**src/assert_macros.svh**
```systemverilog
// Assertion macros shared by the RPN evaluator modules.
`ifndef ASSERT_MACROS_SVH
`define ASSERT_MACROS_SVH

// Consequent must hold in the same cycle as the antecedent.
`define ASSERT_SAME_CYCLE(label, clk, rst_n, ante, cons, msg) \
    label: assert property (@(posedge clk) disable iff (!rst_n) (ante) |-> (cons)) \
        else $error(msg);

// Consequent must hold in the cycle after the antecedent.
`define ASSERT_NEXT_CYCLE(label, clk, rst_n, ante, cons, msg) \
    label: assert property (@(posedge clk) disable iff (!rst_n) (ante) |=> (cons)) \
        else $error(msg);

`endif

```
**src/rpn_pkg.sv**
```systemverilog
// Package with the types, sizes and codes shared by the RPN evaluator modules.
package rpn_pkg;

    // Stack geometry and operand width.
    localparam int STACK_DEPTH = 32;
    localparam int VALUE_WIDTH = 32;

    localparam int ADDR_W = $clog2(STACK_DEPTH);
    localparam int SP_W   = $clog2(STACK_DEPTH + 1);
    localparam int CNT_W  = $clog2(VALUE_WIDTH);

    // Fixed field widths of the ports.
    localparam int MODE_W      = 3;
    localparam int DIGIT_W     = 4;
    localparam int TOP_W       = 32;
    localparam int DEPTH_OUT_W = 6;
    localparam int ERR_W       = 3;

    localparam logic [SP_W-1:0]    SP_ONE    = SP_W'(1);
    localparam logic [SP_W-1:0]    SP_TWO    = SP_W'(2);
    localparam logic [SP_W-1:0]    SP_FULL   = SP_W'(STACK_DEPTH);
    localparam logic [CNT_W-1:0]   DIV_LAST  = CNT_W'(VALUE_WIDTH - 1);
    localparam logic [DIGIT_W-1:0] DIGIT_MAX = DIGIT_W'(9);

    // Token kinds.
    typedef enum logic [MODE_W-1:0] {
        MODE_DIGIT = 3'd0,
        MODE_ADD   = 3'd1,
        MODE_SUB   = 3'd2,
        MODE_MUL   = 3'd3,
        MODE_DIV   = 3'd4
    } t_mode;

    // Sticky error codes.
    typedef enum logic [ERR_W-1:0] {
        ERR_OK     = 3'd0,
        ERR_UNDER  = 3'd1,
        ERR_DIVZ   = 3'd2,
        ERR_OVER   = 3'd3,
        ERR_SINGLE = 3'd4
    } t_err;

    // What a token does to the stack once it has been checked.
    typedef enum logic [2:0] {
        CLS_NOP,
        CLS_ERR,
        CLS_PUSH,
        CLS_ALU,
        CLS_DIV
    } t_tok_class;

    // Controller states.
    typedef enum logic [1:0] {
        ST_IDLE,
        ST_DECODE,
        ST_DIV,
        ST_WB
    } t_state;

    // Commands from the controller to the datapath.
    typedef struct packed {
        logic in_ready;
        logic capture;
        logic decode;
        logic div_step;
        logic write_back;
    } t_dp_cmd;

    // Status from the datapath to the controller.
    typedef struct packed {
        t_tok_class cls;
        logic       div_last;
        logic       out_busy;
    } t_dp_status;

endpackage

```
**src/rpn_ram.sv**
```systemverilog
// Generic single-write, single-read RAM with a registered read port.
module rpn_ram #(
    parameter int WIDTH = 32,
    parameter int DEPTH = 32
) (
    input  logic                     i_clk,
    input  logic                     i_wr_en,
    input  logic [$clog2(DEPTH)-1:0] i_wr_addr,
    input  logic [WIDTH-1:0]         i_wr_data,
    input  logic [$clog2(DEPTH)-1:0] i_rd_addr,
    output logic [WIDTH-1:0]         o_rd_data
);

    logic [WIDTH-1:0] r_mem [DEPTH];
    logic [WIDTH-1:0] r_rd_data;

    // Write port.
    always_ff @(posedge i_clk) begin
        if (i_wr_en) begin
            r_mem[i_wr_addr] <= i_wr_data;
        end
    end

    // Registered read port.
    always_ff @(posedge i_clk) begin
        r_rd_data <= r_mem[i_rd_addr];
    end

    assign o_rd_data = r_rd_data;

endmodule

```
**src/rpn_dpath.sv**
```systemverilog
// Datapath: token registers, stack with top-of-stack register, ALU, divider, result register.
`include "assert_macros.svh"

module rpn_dpath (
    input  logic                              i_clk,
    input  logic                              i_rst_n,
    input  rpn_pkg::t_dp_cmd                  i_cmd,
    output rpn_pkg::t_dp_status               o_status,
    input  logic [rpn_pkg::MODE_W-1:0]        i_mode,
    input  logic [rpn_pkg::DIGIT_W-1:0]       i_digit_value,
    input  logic                              i_last_token,
    input  logic                              i_out_stall,
    output logic                              o_out_valid,
    output logic signed [rpn_pkg::TOP_W-1:0]  o_top_value,
    output logic [rpn_pkg::DEPTH_OUT_W-1:0]   o_stack_depth,
    output logic [rpn_pkg::ERR_W-1:0]         o_error_code,
    output logic                              o_expression_done
);

    // Captured token.
    logic [rpn_pkg::MODE_W-1:0]       r_mode;
    logic [rpn_pkg::DIGIT_W-1:0]      r_digit;
    logic                             r_last;

    // Expression state. The top of stack lives in r_tos, the rest in the RAM.
    logic [rpn_pkg::SP_W-1:0]         r_sp;
    rpn_pkg::t_err                    r_err;
    logic                             r_seen;
    logic [rpn_pkg::VALUE_WIDTH-1:0]  r_tos;

    // Decode results.
    rpn_pkg::t_tok_class              r_cls;
    rpn_pkg::t_err                    r_new_err;
    logic [rpn_pkg::VALUE_WIDTH-1:0]  r_res;

    // Divider registers.
    logic [rpn_pkg::VALUE_WIDTH-1:0]  r_rem;
    logic [rpn_pkg::VALUE_WIDTH-1:0]  r_quo;
    logic [rpn_pkg::VALUE_WIDTH-1:0]  r_dvs;
    logic                             r_qneg;
    logic [rpn_pkg::CNT_W-1:0]        r_cnt;

    // Result register.
    logic                             r_out_valid;
    logic signed [rpn_pkg::TOP_W-1:0] r_out_top;
    logic [rpn_pkg::DEPTH_OUT_W-1:0]  r_out_depth;
    logic [rpn_pkg::ERR_W-1:0]        r_out_err;
    logic                             r_out_done;

    logic [rpn_pkg::VALUE_WIDTH-1:0]  w_op_a;
    logic [rpn_pkg::VALUE_WIDTH-1:0]  w_a_mag;
    logic [rpn_pkg::VALUE_WIDTH-1:0]  w_b_mag;
    logic                             w_a_neg;
    logic                             w_b_neg;
    rpn_pkg::t_tok_class              w_cls;
    rpn_pkg::t_err                    w_new_err;
    logic [rpn_pkg::VALUE_WIDTH-1:0]  w_alu;
    logic [rpn_pkg::VALUE_WIDTH:0]    w_shifted;
    logic [rpn_pkg::VALUE_WIDTH:0]    w_diff;
    logic                             w_qbit;
    logic [rpn_pkg::VALUE_WIDTH-1:0]  w_quotient;
    logic [rpn_pkg::DIGIT_W-1:0]      w_digit_sat;
    logic [rpn_pkg::SP_W-1:0]         w_post_sp;
    logic [rpn_pkg::VALUE_WIDTH-1:0]  w_post_tos;
    rpn_pkg::t_err                    w_post_err;
    logic                             w_push_wr;
    logic                             w_ram_we;

    // Stack below the top entry.
    rpn_ram #(
        .WIDTH (rpn_pkg::VALUE_WIDTH),
        .DEPTH (rpn_pkg::STACK_DEPTH)
    ) u_stack (
        .i_clk     (i_clk),
        .i_wr_en   (w_ram_we),
        .i_wr_addr (rpn_pkg::ADDR_W'(r_sp - rpn_pkg::SP_ONE)),
        .i_wr_data (r_tos),
        .i_rd_addr (rpn_pkg::ADDR_W'(r_sp - rpn_pkg::SP_TWO)),
        .o_rd_data (w_op_a)
    );

    // Capture the token beat.
    always_ff @(posedge i_clk) begin
        if (i_cmd.capture) begin
            r_mode  <= i_mode;
            r_digit <= i_digit_value;
            r_last  <= i_last_token;
        end
    end

    // Classify the token against the current state. The first error wins.
    always_comb begin
        w_cls     = rpn_pkg::CLS_NOP;
        w_new_err = rpn_pkg::ERR_OK;
        if (r_err != rpn_pkg::ERR_OK) begin
            w_cls = rpn_pkg::CLS_NOP;
        end else if (r_last && !r_seen) begin
            w_cls     = rpn_pkg::CLS_ERR;
            w_new_err = rpn_pkg::ERR_SINGLE;
        end else if (r_mode == rpn_pkg::MODE_DIGIT) begin
            if (r_sp >= rpn_pkg::SP_FULL) begin
                w_cls     = rpn_pkg::CLS_ERR;
                w_new_err = rpn_pkg::ERR_OVER;
            end else begin
                w_cls = rpn_pkg::CLS_PUSH;
            end
        end else if (r_mode <= rpn_pkg::MODE_DIV) begin
            if (r_sp < rpn_pkg::SP_TWO) begin
                w_cls     = rpn_pkg::CLS_ERR;
                w_new_err = rpn_pkg::ERR_UNDER;
            end else if (r_mode == rpn_pkg::MODE_DIV) begin
                if (r_tos == '0) begin
                    w_cls     = rpn_pkg::CLS_ERR;
                    w_new_err = rpn_pkg::ERR_DIVZ;
                end else begin
                    w_cls = rpn_pkg::CLS_DIV;
                end
            end else begin
                w_cls = rpn_pkg::CLS_ALU;
            end
        end
    end

    // Add, subtract and multiply, all wrapping to the operand width.
    always_comb begin
        case (r_mode)
            rpn_pkg::MODE_ADD: w_alu = w_op_a + r_tos;
            rpn_pkg::MODE_SUB: w_alu = w_op_a - r_tos;
            rpn_pkg::MODE_MUL: w_alu = w_op_a * r_tos;
            default:           w_alu = '0;
        endcase
    end

    // Operand magnitudes for the divider.
    assign w_a_neg = w_op_a[rpn_pkg::VALUE_WIDTH-1];
    assign w_b_neg = r_tos[rpn_pkg::VALUE_WIDTH-1];
    assign w_a_mag = w_a_neg ? ('0 - w_op_a) : w_op_a;
    assign w_b_mag = w_b_neg ? ('0 - r_tos) : r_tos;

    // One restoring division step: shift in a dividend bit, try the subtract.
    assign w_shifted  = {r_rem, r_quo[rpn_pkg::VALUE_WIDTH-1]};
    assign w_diff     = w_shifted - {1'b0, r_dvs};
    assign w_qbit     = !w_diff[rpn_pkg::VALUE_WIDTH];
    assign w_quotient = r_qneg ? ('0 - r_quo) : r_quo;

    // Decode registers and the divider.
    always_ff @(posedge i_clk) begin
        if (i_cmd.decode) begin
            r_cls     <= w_cls;
            r_new_err <= w_new_err;
            r_res     <= w_alu;
            r_rem     <= '0;
            r_quo     <= w_a_mag;
            r_dvs     <= w_b_mag;
            r_qneg    <= w_a_neg ^ w_b_neg;
            r_cnt     <= '0;
        end else if (i_cmd.div_step) begin
            r_rem <= w_qbit ? w_diff[rpn_pkg::VALUE_WIDTH-1:0]
                            : w_shifted[rpn_pkg::VALUE_WIDTH-1:0];
            r_quo <= {r_quo[rpn_pkg::VALUE_WIDTH-2:0], w_qbit};
            r_cnt <= r_cnt + rpn_pkg::CNT_W'(1);
        end
    end

    // State after the token has been applied.
    assign w_digit_sat = (r_digit > rpn_pkg::DIGIT_MAX) ? rpn_pkg::DIGIT_MAX : r_digit;

    always_comb begin
        w_post_sp  = r_sp;
        w_post_tos = r_tos;
        w_post_err = r_err;
        w_push_wr  = 1'b0;
        case (r_cls)
            rpn_pkg::CLS_ERR: begin
                w_post_err = r_new_err;
            end
            rpn_pkg::CLS_PUSH: begin
                w_push_wr  = (r_sp != '0);
                w_post_tos = rpn_pkg::VALUE_WIDTH'(w_digit_sat);
                w_post_sp  = r_sp + rpn_pkg::SP_ONE;
            end
            rpn_pkg::CLS_ALU: begin
                w_post_tos = r_res;
                w_post_sp  = r_sp - rpn_pkg::SP_ONE;
            end
            rpn_pkg::CLS_DIV: begin
                w_post_tos = w_quotient;
                w_post_sp  = r_sp - rpn_pkg::SP_ONE;
            end
            default: begin
                w_post_sp = r_sp;
            end
        endcase
    end

    // A push spills the old top into the RAM.
    assign w_ram_we = i_cmd.write_back && w_push_wr;

    // Expression state; a last token clears it after its result is formed.
    always_ff @(posedge i_clk) begin
        if (!i_rst_n) begin
            r_sp   <= '0;
            r_err  <= rpn_pkg::ERR_OK;
            r_seen <= 1'b0;
        end else if (i_cmd.write_back) begin
            r_seen <= !r_last;
            if (r_last) begin
                r_sp  <= '0;
                r_err <= rpn_pkg::ERR_OK;
            end else begin
                r_sp  <= w_post_sp;
                r_err <= w_post_err;
            end
        end
    end

    always_ff @(posedge i_clk) begin
        if (i_cmd.write_back) begin
            r_tos <= w_post_tos;
        end
    end

    // Result beat valid flag.
    always_ff @(posedge i_clk) begin
        if (!i_rst_n) begin
            r_out_valid <= 1'b0;
        end else if (i_cmd.write_back) begin
            r_out_valid <= 1'b1;
        end else if (!i_out_stall) begin
            r_out_valid <= 1'b0;
        end
    end

    // Result beat payload.
    always_ff @(posedge i_clk) begin
        if (i_cmd.write_back) begin
            r_out_top   <= (w_post_sp != '0) ? rpn_pkg::TOP_W'(signed'(w_post_tos)) : '0;
            r_out_depth <= rpn_pkg::DEPTH_OUT_W'(w_post_sp);
            r_out_err   <= w_post_err;
            r_out_done  <= r_last;
        end
    end

    assign o_status.cls      = w_cls;
    assign o_status.div_last = (r_cnt == rpn_pkg::DIV_LAST);
    assign o_status.out_busy = r_out_valid && i_out_stall;

    assign o_out_valid       = r_out_valid;
    assign o_top_value       = r_out_top;
    assign o_stack_depth     = r_out_depth;
    assign o_error_code      = r_out_err;
    assign o_expression_done = r_out_done;

    `ASSERT_SAME_CYCLE(a_sp_in_range, i_clk, i_rst_n, 1'b1, r_sp <= rpn_pkg::SP_FULL, "stack pointer beyond depth")
    `ASSERT_NEXT_CYCLE(a_last_clears, i_clk, i_rst_n, i_cmd.write_back && r_last, (r_sp == '0) && (r_err == rpn_pkg::ERR_OK) && !r_seen, "last token did not clear state")
    `ASSERT_SAME_CYCLE(a_wb_has_room, i_clk, i_rst_n, i_cmd.write_back, !(r_out_valid && i_out_stall), "result overwrote a stalled beat")

endmodule

```
**src/rpn_ctrl.sv**
```systemverilog
// Controller state machine: sequences capture, decode, divide and write-back.
`include "assert_macros.svh"

module rpn_ctrl (
    input  logic                i_clk,
    input  logic                i_rst_n,
    input  logic                i_in_valid,
    input  rpn_pkg::t_dp_status i_status,
    output rpn_pkg::t_dp_cmd    o_cmd
);

    rpn_pkg::t_state r_state;
    rpn_pkg::t_state n_state;

    // State register.
    always_ff @(posedge i_clk) begin
        if (!i_rst_n) begin
            r_state <= rpn_pkg::ST_IDLE;
        end else begin
            r_state <= n_state;
        end
    end

    // Next state.
    always_comb begin
        n_state = r_state;
        unique case (r_state)
            rpn_pkg::ST_IDLE: begin
                if (i_in_valid) begin
                    n_state = rpn_pkg::ST_DECODE;
                end
            end
            rpn_pkg::ST_DECODE: begin
                n_state = (i_status.cls == rpn_pkg::CLS_DIV) ? rpn_pkg::ST_DIV
                                                             : rpn_pkg::ST_WB;
            end
            rpn_pkg::ST_DIV: begin
                if (i_status.div_last) begin
                    n_state = rpn_pkg::ST_WB;
                end
            end
            rpn_pkg::ST_WB: begin
                if (!i_status.out_busy) begin
                    n_state = rpn_pkg::ST_IDLE;
                end
            end
            default: begin
                n_state = rpn_pkg::ST_IDLE;
            end
        endcase
    end

    // Commands to the datapath.
    always_comb begin
        o_cmd = '0;
        unique case (r_state)
            rpn_pkg::ST_IDLE: begin
                o_cmd.in_ready = 1'b1;
                o_cmd.capture  = i_in_valid;
            end
            rpn_pkg::ST_DECODE: begin
                o_cmd.decode = 1'b1;
            end
            rpn_pkg::ST_DIV: begin
                o_cmd.div_step = 1'b1;
            end
            rpn_pkg::ST_WB: begin
                o_cmd.write_back = !i_status.out_busy;
            end
            default: begin
                o_cmd = '0;
            end
        endcase
    end

    `ASSERT_NEXT_CYCLE(a_decode_exit, i_clk, i_rst_n, r_state == rpn_pkg::ST_DECODE, (r_state == rpn_pkg::ST_DIV) || (r_state == rpn_pkg::ST_WB), "decode did not advance")
    `ASSERT_NEXT_CYCLE(a_div_runs, i_clk, i_rst_n, (r_state == rpn_pkg::ST_DIV) && !i_status.div_last, r_state == rpn_pkg::ST_DIV, "divider left early")
    `ASSERT_NEXT_CYCLE(a_wb_done, i_clk, i_rst_n, (r_state == rpn_pkg::ST_WB) && !i_status.out_busy, r_state == rpn_pkg::ST_IDLE, "write-back did not return to idle")

endmodule

```
**src/rpn_stack_evaluator.sv**
```systemverilog
// Top level of the RPN evaluator: controller and datapath with valid/stall channels.
// A token is captured while idle, then decoded, then divided if it is a divide that runs, then written back.
// The result beat is registered at write-back; write-back waits while a stalled result beat is held.
// A new token is taken only after write-back; the radix-2 divider forms one quotient bit per cycle for 32 bits.
// Reset (synchronous, active low) empties the stack and clears the error and result valid.
// Stack memory contents are not cleared; only entries below the stack pointer are read.
module rpn_stack_evaluator (
    input  logic                              i_clk,
    input  logic                              i_rst_n,
    input  logic                              i_in_valid,
    output logic                              o_in_stall,
    input  logic [rpn_pkg::MODE_W-1:0]        i_mode,
    input  logic [rpn_pkg::DIGIT_W-1:0]       i_digit_value,
    input  logic                              i_last_token,
    output logic                              o_out_valid,
    input  logic                              i_out_stall,
    output logic signed [rpn_pkg::TOP_W-1:0]  o_top_value,
    output logic [rpn_pkg::DEPTH_OUT_W-1:0]   o_stack_depth,
    output logic [rpn_pkg::ERR_W-1:0]         o_error_code,
    output logic                              o_expression_done
);

    rpn_pkg::t_dp_cmd    w_cmd;
    rpn_pkg::t_dp_status w_status;

    // Sequencer.
    rpn_ctrl u_ctrl (
        .i_clk      (i_clk),
        .i_rst_n    (i_rst_n),
        .i_in_valid (i_in_valid),
        .i_status   (w_status),
        .o_cmd      (w_cmd)
    );

    // Stack, arithmetic and result register.
    rpn_dpath u_dpath (
        .i_clk             (i_clk),
        .i_rst_n           (i_rst_n),
        .i_cmd             (w_cmd),
        .o_status          (w_status),
        .i_mode            (i_mode),
        .i_digit_value     (i_digit_value),
        .i_last_token      (i_last_token),
        .i_out_stall       (i_out_stall),
        .o_out_valid       (o_out_valid),
        .o_top_value       (o_top_value),
        .o_stack_depth     (o_stack_depth),
        .o_error_code      (o_error_code),
        .o_expression_done (o_expression_done)
    );

    // Tokens are taken only while the sequencer is idle.
    assign o_in_stall = !w_cmd.in_ready;

endmodule

```
**config.mk**
```make
export PLATFORM = sky130hd
export DESIGN_NAME = rpn_stack_evaluator
export DESIGN_NICKNAME = d
export VERILOG_FILES = /design/src/rpn_pkg.sv /design/src/rpn_ram.sv /design/src/rpn_dpath.sv /design/src/rpn_ctrl.sv /design/src/rpn_stack_evaluator.sv
export VERILOG_INCLUDE_DIRS = /design/src /design/src/src
export SDC_FILE = /design/constraint.sdc
export NUM_CORES = 2
export LEC_CHECK = 0
export BUFFER_PORTS_ARGS = -buffer_cell sky130_fd_sc_hd__buf_2
export CORE_MARGIN = 2
export CORE_UTILIZATION = 40
export CTS_CLUSTER_SIZE = 12
export DETAILED_ROUTE_END_ITERATION = 8
export PLACE_DENSITY = 0.64
export SYNTH_ARGS = -nofsm -noshare
export SYNTH_HDL_FRONTEND = slang
export SYNTH_HIERARCHICAL = 1
export SYNTH_SLANG_ARGS = --single-unit
```
**constraint.sdc**
```tcl
create_clock -name i_clk -period 13.1 [get_ports i_clk]
set_clock_uncertainty 0.05 [all_clocks]
set_input_delay 0 -clock i_clk [delete_from_list [all_inputs] [get_ports i_clk]]
set_output_delay 0 -clock i_clk [all_outputs]
set_load 0.1 [all_outputs]
```
==> impl_metrics.csv <==
group,metric,value,unit
final_layout,final_common_cell,"edfxtp_1",
die,core,178600,um2
detailed_routing,dr.pass1.iters,6,
setup_path,setup.worst_path.class,"reg2reg",
status,status,"completed",
clocking,clock_path_buffers,3,
detailed_routing,num_vias,46150,
placed_design,finalWeightedCongestion,0.9569,
worst_hold_path,hold_start,"i_rst_n",
clocking,htree_levels,4,
logic_synthesis,synthMuxAreaShare,0.07729,
global_routing,grt_use_met3,0.04576,
detailed_routing,drc_errors,0,
logic_synthesis,synth_warnings,6,
setup_path,cp_max_fo,41,
setup_path,crit_top_cell,"fa_1",
global_routing,grt_max_degree,122,
logic_synthesis,yosys.area_share.simple,0.09082,
sta,timing.setup.tns,0,ps
die,fp.dieArea,183400,um2
setup_path,cpPeakStageDelay,580,ps
placed_design,numPortBuffers,55,
setup_path,cp.required,13550,ps
final_layout,areaGrowthSynthToFinish,10.48,%
setup_path,crit_path_start_kind,"flip-flop",
worst_hold_path,min_path_type,"in2reg",
setup_path,end_kind,"flip-flop",
global_routing,grt_usage,0.2192,
global_routing,antenna_found_initial,9,
sta,finalMaxSlewViolations,0,
worst_hold_path,hold_end,"u_dpath/r_sp[0]",
die,io_pins,56,
clocking,post-cts-setup-buffers,0,
clocking,cts-buffers-inserted,137,
logic_synthesis,ys_seq_elements,1291,
logic_synthesis,ys_seq_area_frac,0.5270,
logic_synthesis,synthArstFlopShare,0,
sta,finalCritPeriodShare,0.6586,
logic_synthesis,synth-main-ff-cell,"edfxtp_1",
final_layout,mostFrequentLayoutCells,"edfxtp_1, mux2i_1, inv_1",
logic_synthesis,syn-num-nets,6336,
die,die_h,428.3,um
global_routing,grt_pass1_vias,46150,
clocking,clock-root-buffer,"clkbuf_16",
die,initial_core_util,0.4032,
logic_synthesis,yosysUniqueCellTypes,78,
sta,whs,125.8,ps
setup_path,r2r-end,"u_dpath/r_res[31]",
sta,period_needed,8628,ps
logic_synthesis,syn-cell-area,72010,um2
setup_path,r2r_setup_slack,4470,ps
logic_synthesis,synth_compound_area_frac,0.07657,
flow_run,maxCapViolCount,0,
clocking,cts_tree,"done",
sta,slew_headroom,0.2095,
setup_path,cp_num_buf_inv,6,
global_routing,grt_overflow_total,0,
detailed_routing,drt-vias-per-instance,5.640,
clocking,worstSkewPairLatency,790,ps
final_layout,nets,6353,
logic_synthesis,synth-edff-count,1209,
die,placementRows,155,
global_routing,met2_usage,0.3444,
clocking,path_clk_slew,60,ps
die,die_w,428.3,um
setup_path,path_delay_family,"adder cells",
global_routing,grt_pass1_wl,301900,um
logic_synthesis,synth_xor_area_frac,0.03247,
logic_synthesis,syn_inst,5712,
setup_path,reg2reg_depth,26,
worst_hold_path,holdPathStages,3,
setup_path,critPathArrivalTime,9080,ps
global_routing,globalRoute.busiestLayer,"met2",
final_layout,drive_gt1_frac,0.07674,
setup_path,r2r-start,"u_dpath/r_tos[2]",
sta,setup_slack,4472,ps
placed_design,place_ws,4587,ps
logic_synthesis,syn_avg_cell_area,12.61,um2
detailed_routing,drt_iter0_drc,4539,
sta,rsz0062_at_grt,"false",
sta,hold_viol,0,
sta,max_freq,115.9,MHz
placed_design,dp_hpwl,124300,um
detailed_routing,wl_per_cell,24.93,um
setup_path,crit_slowest_cell,"a2111oi_0",
logic_synthesis,synth_top_family_by_area,"adder cells",
sta,worst_slew_pin_slew,1184,ps
clocking,cts.sinks,1291,
logic_synthesis,synth_fa_ha_area_frac,0.1491,
sta,setup_violations,0,
detailed_routing,ant_nets,0,
global_routing,use_met1,0.3068,
detailed_routing,drt-total-wl,204000,um
## sequential cells by signal, indices dropped and copies added (netlist names), 4 cells and up
register                   cells
u_dpath/r_tos                 32
u_dpath/o_top_value           32
u_dpath/r_quo                 32
u_dpath/u_stack/o_rd_data     32
u_dpath/o_stack_depth          6
u_dpath/u_stack/r_mem       1024
u_dpath/r_sp                   6
u_dpath/r_cnt                  5
u_dpath/r_rem                 32
u_dpath/r_digit                4
u_dpath/r_res                 32
u_dpath/r_dvs                 32
## worst max-delay path by stage
stage	startpoint	to	depth (start not counted)
after detailed placement	u_dpath/r_tos[2]	u_dpath/r_res[31]	26
after global routing	u_dpath/r_tos[2]	u_dpath/r_res[31]	26
after global placement	u_dpath/r_tos[2]	u_dpath/r_res[31]	26
after floorplan	u_dpath/r_tos[4]	u_dpath/r_res[31]	25
after CTS	u_dpath/r_tos[2]	u_dpath/r_res[31]	26
final	u_dpath/r_tos[2]	u_dpath/r_res[31]	26
## cell families (layout without fill, tap and decap cells)
kind of cell	count (synthesis)	count (layout)
AOI/OAI and AO/OA	829	829
xor gates and xnor gates	267	267
adders and majority gates	612	612
buffers and inverters	818	931
DFF	1291	1291
muxes	555	555
other	0	3
and+or+nand+nor	1340	1340
## timing repair
action | 4_1_cts | 5_1_grt
resized for setup | 0 | 0
hold buffers | 20 | 0
endpoints found under the hold margin | 48 | 0
## tightest hold or removal path, stage by stage
cell           delay, ps
dlygate4sd3_1        530
buf_2                210
nor2b_1              160
## metal layers
metal	wire, um	vias to the layer above
li1	-	20110
met1	86960	23630
met2	93380	2073
met3	18020	341
met4	5628	4
met5	33	-
## Yosys cell counts (38+ instances only)
cell      number  area share
ha_1         202       0.035
a211oi_1      38      0.0040
a22o_1        89       0.011
nand2_1      461       0.024
o21ai_0       99      0.0069
a21oi_1      244       0.017
mux2i_1      547       0.076
edfxtp_1    1209        0.50
and2_1       315       0.027
nor2_1       221       0.012
fa_1         410        0.11
a22oi_1      103       0.011
clkbuf_1     237       0.012
xnor2_1      138       0.017
a31oi_1       40      0.0035
nand3_1      117      0.0081
dfxtp_1       82       0.023
nor3_1        59      0.0041
xor2_1       129       0.016
inv_1        481       0.025
## stage by stage
step / cells / util / instance area [um2]
after floorplan: 5712 / - / 72010
after global placement: 7925 / 0.4201 / 75040
after detailed placement: 7925 / 0.4201 / 75040
after CTS: 8180 / 0.4454 / 79550
after global routing: 8180 / 0.4454 / 79550
final: 8183 / 0.4454 / 79560
## final cells by class
cell class,instances,area (um2)
tap,2355,2947
antenna,3,7.507
clock inverter,40,614.3
multi-input combinational,3603,31000
sequential,1291,37950
clock buffer,195,3696
timing repair buffer,215,1539
inverter,481,1805
fill,15980,99060
Power is left out: the tool's default activity adds up to more than one toggle a clock period on the data nets, which glitch-free logic cannot reach.
